File: config.mk
export PLATFORM = sky130hd
export DESIGN_NAME = arr_ram
export DESIGN_NICKNAME = d
export VERILOG_FILES = /design/src/sv/arr_ram.sv
export SDC_FILE = /design/constraint.sdc
export NUM_CORES = 1
export LEC_CHECK = 0
export ABC_AREA = 1
export BUFFER_PORTS_ARGS = -buffer_cell sky130_fd_sc_hd__buf_2
export CORE_UTILIZATION = 25
export CTS_CLUSTER_SIZE = 24
export DETAILED_ROUTE_END_ITERATION = 7
export GPL_ROUTABILITY_DRIVEN = 0
export PLACE_DENSITY = 0.4
export SLEW_MARGIN = 0
export SYNTH_ARGS = -nofsm -noshare
export SYNTH_HDL_FRONTEND = slang
export SYNTH_SLANG_ARGS = --single-unit
export TNS_END_PERCENT = 50
File: constraint.sdc
create_clock -name clk -period 1.45 [get_ports clk]
set_input_delay 0.0725 -clock clk [delete_from_list [all_inputs] [get_ports clk]]
set_output_delay 0.0725 -clock clk [all_outputs]
set_load 0.01 [all_outputs]
File: src/sv/arr_ram.sv
// Generic single-write, single-read RAM with a registered read port.
// Depends on nothing; width and depth are set by the instantiating module.
module arr_ram #(
  parameter int unsigned WIDTH = 8,
  parameter int unsigned DEPTH = 16,
  localparam int unsigned AW   = (DEPTH > 1) ? $clog2(DEPTH) : 1
) (
  input  logic             clk,
  input  logic             wr_en,
  input  logic [AW-1:0]    wr_addr,
  input  logic [WIDTH-1:0] wr_data,
  input  logic             rd_en,
  input  logic [AW-1:0]    rd_addr,
  output logic [WIDTH-1:0] rd_data
);

  logic [WIDTH-1:0] mem [DEPTH];
  logic [WIDTH-1:0] rd_data_r;

  always_ff @(posedge clk) begin
    if (wr_en) begin
      mem[wr_addr] <= wr_data;
    end
    if (rd_en) begin
      rd_data_r <= mem[rd_addr];
    end
  end

  assign rd_data = rd_data_r;

endmodule

=== Yosys cells after proc, flatten, opt, wreduce, memory -nomap -nowiden ===
Memory sizes are Yosys's and may differ from the RTL's. A register that Yosys moved wholly into a read port is not among the register bits.
Cells that the tools add are included.

* Register bits after elaboration: 0
* Latch bits: 0
* RAM bits: 128
* ROM bits: 0
* Input bits: 19
* Output and inout bits: 8
* Logic and storage cells: 3
* Memories kept: 1

{| class="wikitable"
|+ Memories
! memory !! words !! bits a word !! rd ports !! clocked after Yosys merged registers in !! write ports !! line !! source
|-
| mem || 16 || 8 || 1 || 1 || 1 || 17 || <nowiki>logic [WIDTH-1:0] mem [DEPTH];</nowiki>
|}

* $add $sub $neg: 0
* Multiply operators: 0
* Div/mod/pow operators: 0
* Order comparisons: 0
* Equality and inequality tests: 0
* Shift-type cells: 0
* Multiplexer cells: 2
* Bitwise operators: 0
* Reductions and logical operators: 0

{| class="wikitable"
|+ Operators by type and width
! kind !! count
|-
| two-way mux 1 bit || 2
|}

=== Depth between registers and ports, before layout ===
Gate-level depths: netlist of run 1.

* Word-level depth: 2
* Mapped depth: 8
* Mapped depth without buffers: 7

=== Worst setup path before layout of run 1 ===
No wires, ideal clock.

* Path kind: input to register
* From: input port wr_addr[2]
* To: memory mem[10][0], enable pin
* Setup time: 370 ps
* Arrival time: 653 ps
* Data required time: 1080 ps
* Path slack: 427 ps
* Stages on the path: 2
* Buffers on the path: 0
* Cell sequence: nand3b_1 > nor2_1

{| class="wikitable"
|+ RTL lines
! item !! line !! source
|-
| start, declared || 10 || <nowiki>input logic [AW-1:0] wr_addr,</nowiki>
|-
| end, declared || 17 ||
|}

No word-level cell before the write port.

==> flow_metrics.tcl, run 1 <==
set metrics [dict create \
    startpoint_type "register" \
    syn_area_per_cell_sq_um 10.61 \
    syn_to_final_growth_pct 20.65 \
    cpLargestDelayFamily "simple AND/OR/NAND/NOR gates" \
    switching_share 0.2126 \
    comb_power_share 0.064 \
    syn_nets 570 \
    path_buf_inv 1 \
    start_util 0.2567 \
    tightest_slew_ns 0.6050 \
    cts_resized 0 \
    cts_setup_buffers 0 \
    synth_common_cells "nand2_1 (173), edfxtp_1 (136), inv_1 (100)" \
    seqPwrFrac 0.482 \
    coreArea_sq_um 22780 \
    layout-drive-gt1-share 0.1340 \
    p_int_mw 7.269 \
    power_density_nw_per_um2 1309 \
    clk_transition_reported_paths_ns 0.06 \
    fin_crit_sh 0.8089 \
    diodes 0 \
    hold_depth 1 \
    drt-total-wl_um 14810 \
    path_common_cell "nand3_1" \
    outcome "finished, final reports clean" \
    synth_edf_count 136 \
    dieArea_sq_um 24000 \
    cp_cell_sequence "inv_1 -> nand2_1 -> nand3_1 -> nand3_1 -> nand3_1 -> nand2_1" \
    maxCapViolCount 0 \
    yosys.area.top_type "edfxtp_1" \
    critPathRequiredTime_ns 1.61 \
    cp_max_fo 1 \
    cts.sinks 136 \
    rsz0062_at_grt "false" \
    finClkSkew_ns 0.01648 \
    cts-hold-fix-buffers 0 \
    ff2ff_path_depth 6 \
    layout.cells.non_filler 925 \
    timing.final.hold_violations 0 \
    h-tree-depth 4 \
    clk_latency_ns 0.42 \
    grt_overflow 0 \
    synth-xor-area-share 0 \
    clock_tree.buffer_depth 2 \
    cts_buffers 17 \
    finalNetCount 619 \
    max_slew_margin 0.5961 \
    synthDominantCellAreaShare 0.6985 \
    vias 3800 \
    grt_start_max_net_pins 37 \
    cts_tree "done" \
    switching_power_mw 1.962 \
    crit_path_top_delay_cell "edfxtp_1" \
    synth.area.top_cells "edfxtp_1 (70%), nand2_1 (11%), nand3_1 (8.3%)" \
    seq_area_sq_um 4084 \
    syn-cell-area_sq_um 5847 \
    drc_errors 0 \
    dp_hpwl_um 9927 \
    synth_top_family_by_area "simple AND/OR/NAND/NOR gates" \
    ir_drop_mv 0.6044 \
    die_h_um 154.9 \
    setup_violations 0 \
    finalMaxSlewViolations 0 \
    synth_cell_types 11 \
    grt_pass1_wl_um 23490 \
    yosysSeqAreaShare 0.6985 \
    muxShareOfSynthArea 0 \
    drt_pass1_iterations 4 \
    synth_fa_ha_area_frac 0 \
    hold_class "in -> reg" \
    syn_inst 551 \
    period_minus_slack_ns 1.173 \
    dp_cells 894 \
    synth_warnings 0 \
    leakage_nw 2.980 \
    root_buffer "clkbuf_16" \
    io_buffer_count 26 \
    synth_compound_area_frac 0 \
    max_freq_mhz 852.6 \
    rows 55 \
    ys.flop_type "edfxtp_1" \
    fp.dieW_um 154.9 \
    multi_input_area_sq_um 1214 \
    ys_ff_latch 136 \
    synth-async-reset-ratio 0 \
    clkPwrFrac 0.454 \
    grt_pass1_vias 3923 \
    io_pins 27 \
    avgViaCountPerCell 4.108 \
    drt_iter0_drc 279 \
    critPathMaxStageDelay_ns 0.35 \
    synth-simple-area-share 0.2076 \
    grt.total_usage 0.1340 \
    cp-end-kind "register" \
    n_fill_cell 2317 \
    setup_tns_ns 0 \
    synth.most_common_cell "nand2_1" \
    antenna_found_initial 0 \
    wl_per_cell_um 16.01 \
    criticalPathCategory "reg -> reg" \
    ant_nets 0 \
    path_depth 6 \
    crit_arrival_ns 1.33 \
]
[area by class of cell]
type | instances | share of cell area
clock buffers | 19 | 0.06137
clock inverters | 12 | 0.01898
inverters | 102 | 0.05427
multi-input cells | 289 | 0.1720
flip-flops and latches | 136 | 0.5789
well taps | 313 | 0.05552
repair buffers | 54 | 0.05889
[power by group through the flow]
| stage | sequential (mW) | combinational, mW | clock [mW] |
|---|---|---|---|
| final | 4.45 | 0.586 | 4.19 |
| after CTS | 4.45 | 0.601 | 4.28 |
| after floorplan | 4.54 | 0.310 | 0 |
| after global routing | 4.46 | 0.660 | 4.44 |
| after global placement | 4.53 | 0.602 | 0 |
| after detailed placement | 4.53 | 0.600 | 0 |
[metrics by stage]
step | utilization | total power [mW] | setup WS [ns] | cell area (sq um) | hold WS, ns
4_1_cts | 0.3097 | 9.332 | 0.2630 | 7054 | 0.01164
6_report | 0.3097 | 9.231 | 0.2771 | 7054 | 0.02686
2_1_floorplan | - | 4.851 | 0.4267 | 5847 | 0.1714
5_1_grt | 0.3097 | 9.555 | 0.1867 | 7054 | 0.01628
3_5_place_dp | 0.2848 | 5.134 | 0.08348 | 6487 | 0.4503
3_3_place_gp | 0.2848 | 5.136 | 0.08780 | 6487 | 0.4435
[worst paths after layout]
kind / start / to / slack (ns)
worst max-delay path: mem[11][2] / rd_data[2] / 0.28
worst min register to register: mem[2][3] / rd_data[3] / 0.76
worst max register to register: mem[11][2] / rd_data[2] / 0.28
worst min-delay path: rd_en / rd_data[7] / 0.03
[routing by layer]
metal	vias up	share of wire	global-route usage
li1	1876	-	-
met1	1836	0.49	0.1838
met2	75	0.45	0.2036
met3	13	0.040	0.02897
met5	-	0	0
met4	0	0.018	0.05799
[layout by cell type (no fill, tap or decap), drive strengths merged]
master	synthesis	final
clkinvlp	0	1
buf	24	54
bufinv	0	3
nand3b	2	2
inv	102	102
clkbuf	0	19
nor2	17	17
nand2	173	173
edfxtp	136	136
nand3	97	97
clkinv	0	8
[logic make-up (layout without fill, tap and decap cells)]
logic type	count (synthesis)	count (layout)
and+or+nand+nor	289	289
DFF	136	136
buffers and inverters	126	187
[flip-flops by register name, summed over array words and instances, names as in the netlist]
signal	flops
mem	128
rd_data	8
No activity file was read; power rests on OpenSTA's default activity.
==> run 2, diff against run 1 <==
==> constraint.sdc (replaced) <==
create_clock -name clk -period 1.2 [get_ports clk]
set_input_delay 0.06 -clock clk [delete_from_list [all_inputs] [get_ports clk]]
set_output_delay 0.06 -clock clk [all_outputs]
set_load 0.01 [all_outputs]
==> run 2 against run 1 <==
  * Fmax increased by 3.9%
  * Flip-flop and latch count unchanged
  * Clock power grew 16%
  * Combinational power grew 26%
  * Total power is 19% higher
  * Sequential power up 21%
  * Routed wire length grew 3.6%
  * Die area is the same
  * Worst setup slack worse by 0.21 ns
  * Critical path depth did not move
  * First-iteration DRC count fell by 21%
  * Highest routed layer unchanged
==> flow_metrics.tcl, run 2 (synthesis results as in run 1) <==
set metrics [dict create \
    crit_arrival_ns 1.28 \
    finalPower_mw 11.00 \
    postPlaceCellArea_sq_um 6545 \
    diodes 0 \
    wl_per_cell_um 16.47 \
    grt_pass1_wl_um 23820 \
    leakage_nw 3.015 \
    grt_pass1_vias 3880 \
    io_pins 27 \
    ff2ff_path_depth 6 \
    drt-total-wl_um 15350 \
    clk_latency_ns 0.41 \
    min_from "rd_en" \
    finClkSkew_ns 0.005588 \
    cts_tree "done" \
    max_slew_margin 0.5706 \
    layout_common_cells "nand2_1 (172), edfxtp_1 (136), inv_1 (100), nand3_1 (92), buf_4 (27)" \
    timing.rr.end "rd_data[5]" \
    avgViaCountPerCell 4.152 \
    drt_iter0_drc 221 \
    comb_power_share 0.067 \
    cp-end-kind "register" \
    ir_drop_mv 0.8723 \
    hold_depth 1 \
    timing.final.hold_violations 0 \
    finalMaxSlewViolations 0 \
    largest_register "mem" \
    setup_ws_ns 0.07151 \
    tightest_slew_ns 0.6432 \
    die_h_um 154.9 \
    switching_power_mw 2.396 \
    fp.dieW_um 154.9 \
    rows 55 \
    layout-drive-gt1-share 0.1519 \
    syn_to_final_growth_pct 21.74 \
    criticalPathCategory "reg -> reg" \
    antenna_found_initial 0 \
    setup_violations 0 \
    multi_input_area_sq_um 1241 \
    rsz0062_at_grt "false" \
    cts_buffers 17 \
    p_int_mw 8.603 \
    r2r_slack_ns 0.07 \
    start_util 0.2567 \
    dpl_worst_slack_ns -0.1617 \
    period_minus_slack_ns 1.128 \
    r2r_start "mem[7][5]" \
    power_density_nw_per_um2 1545 \
    h-tree-depth 4 \
    coreArea_sq_um 22780 \
    n_fill_cell 2326 \
    dieArea_sq_um 24000 \
    final_cell_area_sq_um 7118 \
    vias 3870 \
    cts-hold-fix-buffers 0 \
    seqPwrFrac 0.489 \
    hold_class "in -> reg" \
    fin_crit_sh 0.9404 \
    io_buffer_count 26 \
    dp_hpwl_um 10200 \
    largest_reg_flops 128 \
    ant_nets 0 \
    layout_commonest_cell "nand2_1" \
    drt_pass1_iterations 5 \
    grt_overflow 0 \
    grt_start_max_net_pins 33 \
    startpoint_type "register" \
    critPathRequiredTime_ns 1.35 \
    cts.sinks 136 \
    fin_util 0.3125 \
    maxCapViolCount 0 \
    layout.cells.non_filler 932 \
    switching_share 0.2178 \
    drc_errors 0 \
    clkPwrFrac 0.443 \
    outcome "finished, final reports clean" \
    dp_cells 900 \
    cp_max_fo 1 \
    max_freq_mhz 886.1 \
    clock_tree.buffer_depth 2 \
    finalNetCount 625 \
    root_buffer "clkbuf_16" \
    seq_area_sq_um 4084 \
    clk_transition_reported_paths_ns 0.06 \
    hold_end "rd_data[4]" \
    grt.total_usage 0.1374 \
]
==> run 2: cell count changes in the layout (fill, tap and decap cells not counted) <==
cell and change:
buf_4 +5, nand3_1 -5, nand3_2 +5, buf_12 +1, bufinv_16 -1, clkbuf_1 +1, clkinv_2 +1, nand2_1 -1
nand2_2 +1
==> run 2: layout make-up <==
| type | instances | share of cell area |
|---|---|---|
| Sequential cell | 136 | 0.5737 |
| Clock buffer | 20 | 0.06135 |
| Multi-Input combinational cell | 289 | 0.1744 |
| Clock inverter | 12 | 0.01529 |
| Tap cell | 313 | 0.05502 |
| Inverter | 102 | 0.05379 |
| Timing Repair Buffer | 60 | 0.06644 |
==> run 2: power by group through the flow <==
stage / Sequential, mW / Clock (mW) / Combinational (mW)
floorplan: 5.49 / 0 / 0.375
global placement: 5.48 / 0 / 0.751
detailed placement: 5.48 / 0 / 0.750
CTS: 5.38 / 4.96 / 0.752
global route: 5.39 / 5.14 / 0.828
finish: 5.38 / 4.88 / 0.740
==> run 2: worst max path at each step <==
stage	startpoint	end	slack, ns	cells after the start
2_1_floorplan	wr_addr[2]	mem[10][0]	0.19	2
3_3_place_gp	rd_addr[0]	rd_data[5]	-0.17	8
3_5_place_dp	rd_addr[0]	rd_data[5]	-0.16	8
4_1_cts	mem[4][5]	rd_data[5]	0.02	6
5_1_grt	mem[6][5]	rd_data[5]	0.004	6
6_report	mem[7][5]	rd_data[5]	0.07	6
==> run 2: layer usage <==
layer  global-route usage  share of wire  up-vias  wire (um)
met5                    0              0        -          0
met4              0.04762          0.013        0        202
met3              0.02646          0.038       14        580
met2               0.2151           0.47       85       7139
met1               0.1899           0.48     1879       7424
li1                     -              -     1892          -
==> run 2: what timing repair did <==
item / in CTS / in global routing
endpoints found under the setup margin: 0 / 2
gates resized for setup: 0 / 6
buffers inserted: 0 / 0
hold endpoints to repair: 0 / 0
==> run 2: metrics by stage <==
| step | TNS (ns) | hold slack [ns] |
|---|---|---|
| CTS | 0 | 0.01166 |
| global route | 0 | 0.004899 |
| detailed placement | -0.8783 | 0.4505 |
| global placement | -0.9001 | 0.4426 |
| finish | 0 | 0.01607 |
| floorplan | 0 | 0.1589 |
==> run 2: critical path, stage by stage, from the launching register on <==
cell and delay [ns]:
edfxtp_1 0.37, inv_1 0.06, nand2_1 0.05, nand3_1 0.08, nand3_1 0.12, nand3_2 0.11, nand2_2 0.09
